File: src/tes_pkg.sv
// ----------------------------------------------------------------------------
// tes_pkg
// types and constants shared by the tick event scheduler
// ----------------------------------------------------------------------------
`default_nettype none

package tes_pkg;

  // payload widths
  localparam int CMD_W      = 2;
  localparam int ADDR_W     = 32;
  localparam int UNI_W      = 16;
  localparam int DELAY_W    = 14;
  localparam int RESET_W    = 16;
  localparam int KIND_W     = 2;
  localparam int CFG_ADDR_W = 3;
  localparam int CFG_DATA_W = 32;

  // input command codes
  localparam logic [CMD_W-1:0] CMD_TICK  = 2'd0;
  localparam logic [CMD_W-1:0] CMD_SCHED = 2'd1;
  localparam logic [CMD_W-1:0] CMD_ARM   = 2'd2;

  // event kinds
  localparam logic [KIND_W-1:0] EV_REPLY     = 2'd0;
  localparam logic [KIND_W-1:0] EV_COLOUR    = 2'd1;
  localparam logic [KIND_W-1:0] EV_DISCOVERY = 2'd2;
  localparam logic [KIND_W-1:0] EV_RESET     = 2'd3;

  // register index of enable
  localparam logic [CFG_ADDR_W-3:0] REG_ENABLE = 1'b0;

  // command queue geometry
  localparam int QUEUE_DEPTH = 2;
  localparam int QPTR_W      = 1;
  localparam int QCNT_W      = 2;

  // classified operation carried to the back end
  typedef enum logic [1:0] {
    OP_TICK,
    OP_SCHED,
    OP_ARM
  } op_t;

  typedef struct packed {
    op_t                op;
    logic [ADDR_W-1:0]  addr;
    logic [UNI_W-1:0]   uni;
    logic [DELAY_W-1:0] delay;
    logic               data_rx;
    logic [RESET_W-1:0] reset_ticks;
  } cmd_t;

  // queue status toward the producer and consumer
  typedef struct packed {
    logic full;
    logic empty;
  } q_stat_t;

  // back end sequencer
  typedef enum logic {
    ST_IDLE,
    ST_EMIT
  } state_t;

endpackage

`default_nettype wire

File: src/tes_in_if.sv
// ----------------------------------------------------------------------------
// tes_in_if
// command channel: valid/ready handshake with the command payload
// ----------------------------------------------------------------------------
`default_nettype none

interface tes_in_if;
  import tes_pkg::*;

  logic               valid;
  logic               ready;
  logic [CMD_W-1:0]   cmd;
  logic [ADDR_W-1:0]  peer_address;
  logic [UNI_W-1:0]   universe_in;
  logic [DELAY_W-1:0] delay_ticks;
  logic               data_received;
  logic [RESET_W-1:0] reset_ticks;

  modport source (
    output valid, cmd, peer_address, universe_in, delay_ticks, data_received, reset_ticks,
    input  ready
  );

  modport sink (
    input  valid, cmd, peer_address, universe_in, delay_ticks, data_received, reset_ticks,
    output ready
  );
endinterface

`default_nettype wire

File: src/tes_out_if.sv
// ----------------------------------------------------------------------------
// tes_out_if
// event channel: valid/ready handshake with the event payload
// ----------------------------------------------------------------------------
`default_nettype none

interface tes_out_if;
  import tes_pkg::*;

  logic              valid;
  logic              ready;
  logic [KIND_W-1:0] event_kind;
  logic [ADDR_W-1:0] reply_address;
  logic [UNI_W-1:0]  reply_universe;
  logic              last;

  modport source (
    output valid, event_kind, reply_address, reply_universe, last,
    input  ready
  );

  modport sink (
    input  valid, event_kind, reply_address, reply_universe, last,
    output ready
  );
endinterface

`default_nettype wire

File: src/tes_queue.sv
// ----------------------------------------------------------------------------
// tes_queue
// two-entry command queue between the front and back ends
// ----------------------------------------------------------------------------
`default_nettype none

module tes_queue (
  input  wire logic           clk,
  input  wire logic           rst_n,
  input  wire logic           push,
  input  wire tes_pkg::cmd_t  push_cmd,
  input  wire logic           pop,
  output tes_pkg::cmd_t       head,
  output tes_pkg::q_stat_t    stat
);
  import tes_pkg::*;

  cmd_t              mem_r [QUEUE_DEPTH];
  logic [QPTR_W-1:0] wr_ptr_r;
  logic [QPTR_W-1:0] rd_ptr_r;
  logic [QCNT_W-1:0] count_r;
  logic              do_push;
  logic              do_pop;

  // status and head entry
  always_comb begin
    stat.full  = (count_r == QCNT_W'(QUEUE_DEPTH));
    stat.empty = (count_r == '0);
    head       = mem_r[rd_ptr_r];
    do_push    = push && !stat.full;
    do_pop     = pop && !stat.empty;
  end

  // pointers and fill count
  always_ff @(posedge clk) begin
    if (!rst_n) begin
      wr_ptr_r <= '0;
      rd_ptr_r <= '0;
      count_r  <= '0;
    end else begin
      if (do_push) wr_ptr_r <= wr_ptr_r + 1'b1;
      if (do_pop)  rd_ptr_r <= rd_ptr_r + 1'b1;
      if (do_push && !do_pop)      count_r <= count_r + 1'b1;
      else if (!do_push && do_pop) count_r <= count_r - 1'b1;
    end
  end

  // entry storage
  always_ff @(posedge clk) begin
    if (do_push) mem_r[wr_ptr_r] <= push_cmd;
  end
endmodule

`default_nettype wire

File: src/tes_front.sv
// ----------------------------------------------------------------------------
// tes_front
// accepts command beats, classifies them and feeds the command queue
// ----------------------------------------------------------------------------
`default_nettype none

module tes_front (
  tes_in_if.sink             in_bus,
  input  wire tes_pkg::q_stat_t q_stat,
  output logic               push,
  output tes_pkg::cmd_t      push_cmd
);
  import tes_pkg::*;

  logic accept;

  // take a beat whenever the queue has room
  assign in_bus.ready = !q_stat.full;
  assign accept       = in_bus.valid && in_bus.ready;

  // classify; the unused code is dropped here
  always_comb begin
    push_cmd.op          = OP_TICK;
    push_cmd.addr        = in_bus.peer_address;
    push_cmd.uni         = in_bus.universe_in;
    push_cmd.delay       = in_bus.delay_ticks;
    push_cmd.data_rx     = in_bus.data_received;
    push_cmd.reset_ticks = in_bus.reset_ticks;
    push                 = 1'b0;
    unique case (in_bus.cmd)
      CMD_TICK: begin
        push_cmd.op = OP_TICK;
        push        = accept;
      end
      CMD_SCHED: begin
        push_cmd.op = OP_SCHED;
        push        = accept;
      end
      CMD_ARM: begin
        push_cmd.op = OP_ARM;
        push        = accept;
      end
      default: begin
        push = 1'b0;
      end
    endcase
  end
endmodule

`default_nettype wire

File: src/tes_back.sv
// ----------------------------------------------------------------------------
// tes_back
// executes queued commands: slot table, dividers, reset countdown, events
// ----------------------------------------------------------------------------
`default_nettype none

module tes_back #(
  parameter int SLOT_COUNT            = 8,
  parameter int COLOUR_PERIOD_LOG2    = 12,
  parameter int DISCOVERY_PERIOD_LOG2 = 18
) (
  input  wire logic             clk,
  input  wire logic             rst_n,
  input  wire logic             enable,
  input  wire tes_pkg::cmd_t    head,
  input  wire tes_pkg::q_stat_t q_stat,
  output logic                  pop,
  tes_out_if.source             out_bus
);
  import tes_pkg::*;

  localparam int EV_W       = SLOT_COUNT + 3;
  localparam int SLOT_IDX_W = (SLOT_COUNT > 1) ? $clog2(SLOT_COUNT) : 1;

  state_t                           state_r;
  state_t                           state_nxt;
  logic [DELAY_W-1:0]               cd_r   [SLOT_COUNT];
  logic [ADDR_W-1:0]                addr_r [SLOT_COUNT];
  logic [UNI_W-1:0]                 uni_r  [SLOT_COUNT];
  logic [COLOUR_PERIOD_LOG2-1:0]    col_div_r;
  logic [DISCOVERY_PERIOD_LOG2-1:0] disc_div_r;
  logic [RESET_W-1:0]               rst_cd_r;
  logic [EV_W-1:0]                  ev_mask_r;
  logic [EV_W-1:0]                  ev_mask_nxt;

  logic                             out_valid_r;
  logic [KIND_W-1:0]                out_kind_r;
  logic [ADDR_W-1:0]                out_addr_r;
  logic [UNI_W-1:0]                 out_uni_r;
  logic                             out_last_r;

  logic                             tick;
  logic                             sched;
  logic                             arm;
  logic                             emit;
  logic                             free_found;
  logic [SLOT_IDX_W-1:0]            free_idx;
  logic [SLOT_COUNT-1:0]            slot_fire;
  logic                             col_fire;
  logic                             disc_fire;
  logic                             rst_fire;
  logic [EV_W-1:0]                  tick_mask;
  logic [EV_W-1:0]                  ev_low;
  logic [EV_W-1:0]                  ev_rest;
  logic [SLOT_IDX_W-1:0]            ev_idx;
  logic [KIND_W-1:0]                ev_kind;

  // first free slot for a schedule
  always_comb begin
    free_found = 1'b0;
    free_idx   = '0;
    for (int i = SLOT_COUNT - 1; i >= 0; i--) begin
      if (cd_r[i] == '0) begin
        free_found = 1'b1;
        free_idx   = SLOT_IDX_W'(i);
      end
    end
  end

  // what fires on this tick, colour first and reset last
  always_comb begin
    for (int i = 0; i < SLOT_COUNT; i++) begin
      slot_fire[i] = (cd_r[i] == DELAY_W'(1));
    end
    col_fire  = (col_div_r == '0) && !head.data_rx;
    disc_fire = (disc_div_r == '0);
    rst_fire  = (rst_cd_r == RESET_W'(1));
    tick_mask = {rst_fire, slot_fire, disc_fire, col_fire};
  end

  // lowest pending event and its kind
  always_comb begin
    ev_low  = ev_mask_r & (~ev_mask_r + EV_W'(1));
    ev_rest = ev_mask_r & ~ev_low;
    ev_idx  = '0;
    for (int i = 0; i < SLOT_COUNT; i++) begin
      if (ev_low[i + 2]) ev_idx = SLOT_IDX_W'(i);
    end
    if (ev_low[0])         ev_kind = EV_COLOUR;
    else if (ev_low[1])    ev_kind = EV_DISCOVERY;
    else if (ev_low[EV_W-1]) ev_kind = EV_RESET;
    else                   ev_kind = EV_REPLY;
  end

  // sequencer outputs
  always_comb begin
    pop   = 1'b0;
    emit  = 1'b0;
    unique case (state_r)
      ST_IDLE: begin
        pop = !q_stat.empty;
      end
      ST_EMIT: begin
        emit = !out_valid_r || out_bus.ready;
      end
      default: begin
        pop = 1'b0;
      end
    endcase
    tick  = pop && (head.op == OP_TICK) && enable;
    sched = pop && (head.op == OP_SCHED);
    arm   = pop && (head.op == OP_ARM);
  end

  // sequencer next state
  always_comb begin
    state_nxt = state_r;
    unique case (state_r)
      ST_IDLE: begin
        if (tick && (tick_mask != '0)) state_nxt = ST_EMIT;
      end
      ST_EMIT: begin
        if (emit && (ev_rest == '0)) state_nxt = ST_IDLE;
      end
      default: begin
        state_nxt = ST_IDLE;
      end
    endcase
  end

  // pending event mask
  always_comb begin
    ev_mask_nxt = ev_mask_r;
    if (tick)      ev_mask_nxt = tick_mask;
    else if (emit) ev_mask_nxt = ev_rest;
  end

  // control state
  always_ff @(posedge clk) begin
    if (!rst_n) begin
      state_r    <= ST_IDLE;
      ev_mask_r  <= '0;
      col_div_r  <= COLOUR_PERIOD_LOG2'(1);
      disc_div_r <= DISCOVERY_PERIOD_LOG2'(1);
      rst_cd_r   <= '0;
      for (int i = 0; i < SLOT_COUNT; i++) begin
        cd_r[i] <= '0;
      end
    end else begin
      state_r   <= state_nxt;
      ev_mask_r <= ev_mask_nxt;
      if (tick) begin
        col_div_r  <= col_div_r + 1'b1;
        disc_div_r <= disc_div_r + 1'b1;
        if (rst_cd_r != '0) rst_cd_r <= rst_cd_r - 1'b1;
      end else if (arm) begin
        rst_cd_r <= head.reset_ticks;
      end
      // slot countdowns step together on a tick
      for (int i = 0; i < SLOT_COUNT; i++) begin
        if (tick && (cd_r[i] != '0)) begin
          cd_r[i] <= cd_r[i] - 1'b1;
        end else if (sched && free_found && (free_idx == SLOT_IDX_W'(i))) begin
          cd_r[i] <= head.delay;
        end
      end
    end
  end

  // slot address and universe
  always_ff @(posedge clk) begin
    if (sched && free_found) begin
      addr_r[free_idx] <= head.addr;
      uni_r[free_idx]  <= head.uni;
    end else if (emit && (ev_kind == EV_REPLY)) begin
      addr_r[ev_idx] <= '0;
      uni_r[ev_idx]  <= '0;
    end
  end

  // output register valid
  always_ff @(posedge clk) begin
    if (!rst_n) begin
      out_valid_r <= 1'b0;
    end else if (emit) begin
      out_valid_r <= 1'b1;
    end else if (out_bus.ready) begin
      out_valid_r <= 1'b0;
    end
  end

  // output register payload
  always_ff @(posedge clk) begin
    if (emit) begin
      out_kind_r <= ev_kind;
      out_last_r <= (ev_rest == '0);
      if (ev_kind == EV_REPLY) begin
        out_addr_r <= addr_r[ev_idx];
        out_uni_r  <= uni_r[ev_idx];
      end else begin
        out_addr_r <= '0;
        out_uni_r  <= '0;
      end
    end
  end

  assign out_bus.valid          = out_valid_r;
  assign out_bus.event_kind     = out_kind_r;
  assign out_bus.reply_address  = out_addr_r;
  assign out_bus.reply_universe = out_uni_r;
  assign out_bus.last           = out_last_r;
endmodule

`default_nettype wire

File: src/tick_event_scheduler.sv
// A command beat is written into the command queue before the back end pops it; the
// first event of a tick passes the event mask register, then the output register.
// The back end pops no new command while it emits the events of a tick (up to
// SLOT_COUNT+3) one at a time through the single event register, stalling on ready.
// Reset (synchronous, rst_n low): all slots free, dividers at one, reset countdown
// disarmed, enable off, queue and output register empty.
// ----------------------------------------------------------------------------
// tick_event_scheduler
// tick-driven scheduler of reply, colour, discovery and reset events
// ----------------------------------------------------------------------------
`default_nettype none

module tick_event_scheduler #(
  parameter int SLOT_COUNT            = 8,
  parameter int COLOUR_PERIOD_LOG2    = 12,
  parameter int DISCOVERY_PERIOD_LOG2 = 18
) (
  input  wire logic                               clk,
  input  wire logic                               rst_n,
  tes_in_if.sink                                  in_bus,
  tes_out_if.source                               out_bus,
  input  wire logic                               psel,
  input  wire logic                               penable,
  input  wire logic                               pwrite,
  input  wire logic [tes_pkg::CFG_ADDR_W-1:0]     paddr,
  input  wire logic [tes_pkg::CFG_DATA_W-1:0]     pwdata,
  output logic      [tes_pkg::CFG_DATA_W-1:0]     prdata,
  output logic                                    pready
);
  import tes_pkg::*;

  logic    enable_r;
  logic    cfg_wr;
  logic    push;
  logic    pop;
  cmd_t    push_cmd;
  cmd_t    head;
  q_stat_t q_stat;

  // configuration register
  assign pready = 1'b1;
  assign cfg_wr = psel && penable && pwrite && pready;

  always_ff @(posedge clk) begin
    if (!rst_n) begin
      enable_r <= 1'b0;
    end else if (cfg_wr && (paddr[CFG_ADDR_W-1:2] == REG_ENABLE)) begin
      enable_r <= pwdata[0];
    end
  end

  always_comb begin
    prdata = '0;
    if (paddr[CFG_ADDR_W-1:2] == REG_ENABLE) prdata[0] = enable_r;
  end

  // front end
  tes_front u_front (
    .in_bus   (in_bus),
    .q_stat   (q_stat),
    .push     (push),
    .push_cmd (push_cmd)
  );

  // command queue
  tes_queue u_queue (
    .clk      (clk),
    .rst_n    (rst_n),
    .push     (push),
    .push_cmd (push_cmd),
    .pop      (pop),
    .head     (head),
    .stat     (q_stat)
  );

  // back end
  tes_back #(
    .SLOT_COUNT            (SLOT_COUNT),
    .COLOUR_PERIOD_LOG2    (COLOUR_PERIOD_LOG2),
    .DISCOVERY_PERIOD_LOG2 (DISCOVERY_PERIOD_LOG2)
  ) u_back (
    .clk     (clk),
    .rst_n   (rst_n),
    .enable  (enable_r),
    .head    (head),
    .q_stat  (q_stat),
    .pop     (pop),
    .out_bus (out_bus)
  );
endmodule

`default_nettype wire

File: src/flat_wrapper.sv
// flat-port wrapper written by rule: the top's interface ports become plain ports
module tick_event_scheduler_flat import tes_pkg::*;
#(
  parameter int SLOT_COUNT            = 8,
  parameter int COLOUR_PERIOD_LOG2    = 12,
  parameter int DISCOVERY_PERIOD_LOG2 = 18
)
  (clk, rst_n, psel, penable, pwrite, paddr, pwdata, prdata, pready, in_bus_valid, in_bus_cmd, in_bus_peer_address, in_bus_universe_in, in_bus_delay_ticks, in_bus_data_received, in_bus_reset_ticks, in_bus_ready, out_bus_valid, out_bus_event_kind, out_bus_reply_address, out_bus_reply_universe, out_bus_last, out_bus_ready);
  tes_in_if in_bus_i ();
  tes_out_if out_bus_i ();
  input  wire logic clk;
  input  wire logic rst_n;
  input  wire logic psel;
  input  wire logic penable;
  input  wire logic pwrite;
  input  wire logic [tes_pkg::CFG_ADDR_W-1:0] paddr;
  input  wire logic [tes_pkg::CFG_DATA_W-1:0] pwdata;
  output logic      [tes_pkg::CFG_DATA_W-1:0] prdata;
  output logic pready;
  input wire logic [$bits(in_bus_i.valid)-1:0] in_bus_valid;
  input wire logic [$bits(in_bus_i.cmd)-1:0] in_bus_cmd;
  input wire logic [$bits(in_bus_i.peer_address)-1:0] in_bus_peer_address;
  input wire logic [$bits(in_bus_i.universe_in)-1:0] in_bus_universe_in;
  input wire logic [$bits(in_bus_i.delay_ticks)-1:0] in_bus_delay_ticks;
  input wire logic [$bits(in_bus_i.data_received)-1:0] in_bus_data_received;
  input wire logic [$bits(in_bus_i.reset_ticks)-1:0] in_bus_reset_ticks;
  output wire logic [$bits(in_bus_i.ready)-1:0] in_bus_ready;
  output wire logic [$bits(out_bus_i.valid)-1:0] out_bus_valid;
  output wire logic [$bits(out_bus_i.event_kind)-1:0] out_bus_event_kind;
  output wire logic [$bits(out_bus_i.reply_address)-1:0] out_bus_reply_address;
  output wire logic [$bits(out_bus_i.reply_universe)-1:0] out_bus_reply_universe;
  output wire logic [$bits(out_bus_i.last)-1:0] out_bus_last;
  input wire logic [$bits(out_bus_i.ready)-1:0] out_bus_ready;
  assign in_bus_i.valid = in_bus_valid;
  assign in_bus_i.cmd = in_bus_cmd;
  assign in_bus_i.peer_address = in_bus_peer_address;
  assign in_bus_i.universe_in = in_bus_universe_in;
  assign in_bus_i.delay_ticks = in_bus_delay_ticks;
  assign in_bus_i.data_received = in_bus_data_received;
  assign in_bus_i.reset_ticks = in_bus_reset_ticks;
  assign in_bus_ready = in_bus_i.ready;
  assign out_bus_valid = out_bus_i.valid;
  assign out_bus_event_kind = out_bus_i.event_kind;
  assign out_bus_reply_address = out_bus_i.reply_address;
  assign out_bus_reply_universe = out_bus_i.reply_universe;
  assign out_bus_last = out_bus_i.last;
  assign out_bus_i.ready = out_bus_ready;
  tick_event_scheduler #(.SLOT_COUNT(SLOT_COUNT), .COLOUR_PERIOD_LOG2(COLOUR_PERIOD_LOG2), .DISCOVERY_PERIOD_LOG2(DISCOVERY_PERIOD_LOG2)) u_core (.clk(clk), .rst_n(rst_n), .in_bus(in_bus_i), .out_bus(out_bus_i), .psel(psel), .penable(penable), .pwrite(pwrite), .paddr(paddr), .pwdata(pwdata), .prdata(prdata), .pready(pready));
endmodule
File: config.mk
export PLATFORM = sky130hd
export DESIGN_NAME = tick_event_scheduler_flat
export DESIGN_NICKNAME = d
export VERILOG_FILES = /design/src/tes_pkg.sv /design/src/tes_in_if.sv /design/src/tes_out_if.sv /design/src/tes_queue.sv /design/src/tes_front.sv /design/src/tes_back.sv /design/src/tick_event_scheduler.sv /design/src/flat_wrapper.sv
export SDC_FILE = /design/constraint.sdc
export NUM_CORES = 1
export LEC_CHECK = 0
export ABC_AREA = 1
export BUFFER_PORTS_ARGS = -buffer_cell sky130_fd_sc_hd__buf_2
export CAP_MARGIN = 30
export CORE_MARGIN = 5
export CORE_UTILIZATION = 47
export DETAILED_ROUTE_END_ITERATION = 16
export GPL_TIMING_DRIVEN = 0
export HOLD_SLACK_MARGIN = 0.12
export SYNTH_ARGS = -nofsm -noshare
export SYNTH_HDL_FRONTEND = slang
export SYNTH_HIERARCHICAL = 1
export SYNTH_SLANG_ARGS = --single-unit
export TNS_END_PERCENT = 1
File: constraint.sdc
create_clock -name clk -period 10.2 [get_ports clk]
set_input_delay 1.53 -clock clk [delete_from_list [all_inputs] [get_ports clk]]
set_output_delay 1.53 -clock clk [all_outputs]
set_load 0.03 [all_outputs]
==> reports/metrics.cfg <==
[placed_design]
hpwl_mm = 60.7
place_ws_ps = 5720
port_buffers = 64
gp_congestion = 0.861

[logic_synthesis]
synth.most_common_cell = edfxtp_1
synth_xor_area_frac = 0.0174
synthAdderAreaFrac = 0.0100
yosysWarnings = 6
ys_top_cells_by_area = edfxtp_1 59%, nand2_1 5.9%, inv_1 4.6%
synthMuxAreaShare = 0.0335
synth_edf_count = 709
ys_seq_area_frac = 0.624
avgSynthCellArea_um2 = 10.8
synth_top_area_share = 0.588
synth_top_family_by_area = simple AND/OR/NAND/NOR gates
ys.flop_type = edfxtp_1
synth_compound_area_frac = 0.0813
synth-seq-cells = 774
synth-async-reset-ratio = 0
synthCells = 3345
synth_commonest_cells = 709 x edfxtp_1, 566 x nand2_1, 439 x inv_1, 352 x nor2_1, 178 x o21ai_0
synth_cell_types = 59
mappedNetlistArea_um2 = 36200
synthSimpleGateAreaFrac = 0.142
synth_top_cell_by_area = edfxtp_1

[clocking]
post_cts_resized = 0
hold_buffers = 0
clk_pin_slew_ps = 60
numCtsBuffers = 85
cts_root_buf = clkbuf_16
cts_buffer_depth = 3
postCtsSetupBuffers = 0
htree_num_levels = 3
cts.sinks = 774
clock_latency_ps = 650
cts_tree = built

[sta]
post-route-period-util = 0.386
relSlewSlack = 0.354
fmax_mhz = 254
hold_viol_final = 0
clock_skew_ps = 27.7
report.final.slew_viol_count = 0
fin_crit_ps = 3940
setup_viol = 0
whs_ps = 465
rsz0062_at_grt = false
fin_ws_ps = 6260
tightest_slew_ps = 970
setup_tns_ps = 0

[floorplan]
rows = 101
die_height_um = 288
fp.coreArea_um2 = 76200
ios = 209
start_util = 0.475
die_x_um = 288
die_area_um2 = 82700

[hold_path]
min_path_type = flop to flop
min_to = u_core/u_back/col_div_r[11]
worstHoldStart = u_core/u_back/col_div_r[11]
whs_path_depth = 1

[grt]
grt_max_degree = 57
use_met2 = 0.369
grt_busiest_layer = met2
use_met1 = 0.284
grt_pass1_vias = 23164
track_usage = 0.214
overflow = 0
antenna_found_initial = 3
use_met3 = 0.0285
grt_pass1_wl_mm = 135

[pwr]
powerDensity_nw_per_um2 = 202
p_leak_nw = 16.3
power.total_mw = 8.35
ir_drop_mv = 0.126

[layout]
layout-drive-gt1-share = 0.159
final_net_count = 3703
multiInputGateArea_um2 = 10500
syn_to_final_growth_pct = 14.2
seq_area_um2 = 22600
fill_cells = 6573

[routing]
drtIter0Drc = 2015
drt_first_pass_iters = 5
drcViolationCount = 0
vias = 23826
viasPerCell = 5.12
routed_wl_mm = 89.7
wl_per_cell_um = 19.3
drtAntennaViolNets = 0

[critical_path]
max_stage_delay_ps = 570
path_cells = buf_6 > buf_12 > mux2_4 > nor3_1 > o21ai_0 > nand2_1 > nand3_1 > nor2_4 > buf_12 > buf_12
r2r.worst_path.cells = 10
worstSetupStartpointType = flop
reg2reg_to = u_core/u_back/addr_r[4][20]
r2r_slack_ps = 6260
worst_setup_path_end_kind = flop
cp_slowest_cell = nor3_1
critical_path_class = flop to flop
cp_max_fo = 19
worst_path_most_repeated_cell = buf_12
arrival_ps = 4270
required_ps = 10530

[run]
max_cap_violations = 0

[run_status]
status = finished clean

cell families (layout without fill, tap and decap cells):
group           count (synthesis)  after routing
compound gates                493            493
other cells                     2             33
simple gates                 1202           1202
buf+inv                       692            939
mux                            81             81
xor+xnor                       72             72
fa+ha+maj                      29             29
flops                         774            774
critical path, delay by kind of cell (launching register included):
family | cells | cell delay, ps
muxes | 1 | 330
DFF | 1 | 320
buffers and inverters | 4 | 990
AOI/OAI and AO/OA | 1 | 360
and+or+nand+nor | 4 | 1600
flip-flops by register name, summed over array words and instances (netlist names), 2 cells and up, named ones only:
signal and flops:
u_core/u_back/addr_r 256, u_core/u_queue/mem_r 162, u_core/u_back/uni_r 128, u_core/u_back/cd_r 112
u_core/u_back/out_bus.reply_address 32, u_core/u_back/disc_div_r 18, u_core/u_back/out_bus.reply_universe 16, u_core/u_back/rst_cd_r 16
u_core/u_back/col_div_r 12, u_core/u_back/ev_mask_r 11, u_core/u_back/out_bus.event_kind 2, u_core/u_queue/count_r 2
cell type report:
type,count,area share
well taps,1030,0.0312
diodes,1,0.0000605
plain buffers,237,0.0389
clock buffers,106,0.0544
repair buffers,89,0.0199
multi-input cells,1909,0.254
clock inverters,52,0.0141
inverters,455,0.0414
flip-flops and latches,774,0.546
metal layers:
layer | vias to the layer above | routed length, um
met4 | 0 | 2470
met1 | 11351 | 38000
li1 | 11642 | -
met3 | 154 | 5060
met2 | 679 | 44100
met5 | - | 0
worst max-delay path by stage:
| stage | start | to | slack (ps) | cells after the start |
|---|---|---|---|---|
| 2_1_floorplan | in_bus_cmd[0] | u_core/u_queue/mem_r[0][0] | 4500 | 5 |
| 3_3_place_gp | in_bus_cmd[0] | u_core/u_queue/mem_r[0][30] | 1330 | 6 |
| 3_5_place_dp | out_bus_ready | u_core/u_back/uni_r[5][12] | 5720 | 13 |
| 4_1_cts | flop | u_core/u_back/uni_r[4][14] | 6190 | 10 |
| 5_1_grt | flop | u_core/u_back/uni_r[4][12] | 6110 | 10 |
| 6_report | flop | u_core/u_back/addr_r[4][20] | 6260 | 10 |
stage by stage:
step | utilization | area [um^2] | std cells
CTS | 0.542 | 41300 | 4652
detailed placement | 0.505 | 38500 | 4494
global placement | 0.498 | 37900 | 4469
finish | 0.543 | 41300 | 4653
global route | 0.542 | 41300 | 4652
floorplan | - | 36300 | 3375
cell usage in the layout, fill, tap and decap left out, drive strengths merged, types with 12 or more instances in the layout:
cell    instances
clkbuf        145
conb           32
xor2           50
nor2          368
o21bai         16
o211ai        104
nor3           42
dfxtp          65
a21oi         104
nand4          33
a31oi          12
buf           287
o21ai         212
ha             29
xnor2          22
o22ai          24
nand2         584
mux2           81
edfxtp        709
inv           452
clkinv         40
nand3         143
where the power goes:
part / switching [mW] / internal [mW] / total, mW
Clock: 1.27 / 1.83 / 3.10
Combinational: 0.908 / 0.497 / 1.41
Sequential: 0.0606 / 3.79 / 3.85
No activity file was read; power rests on OpenSTA's default activity.
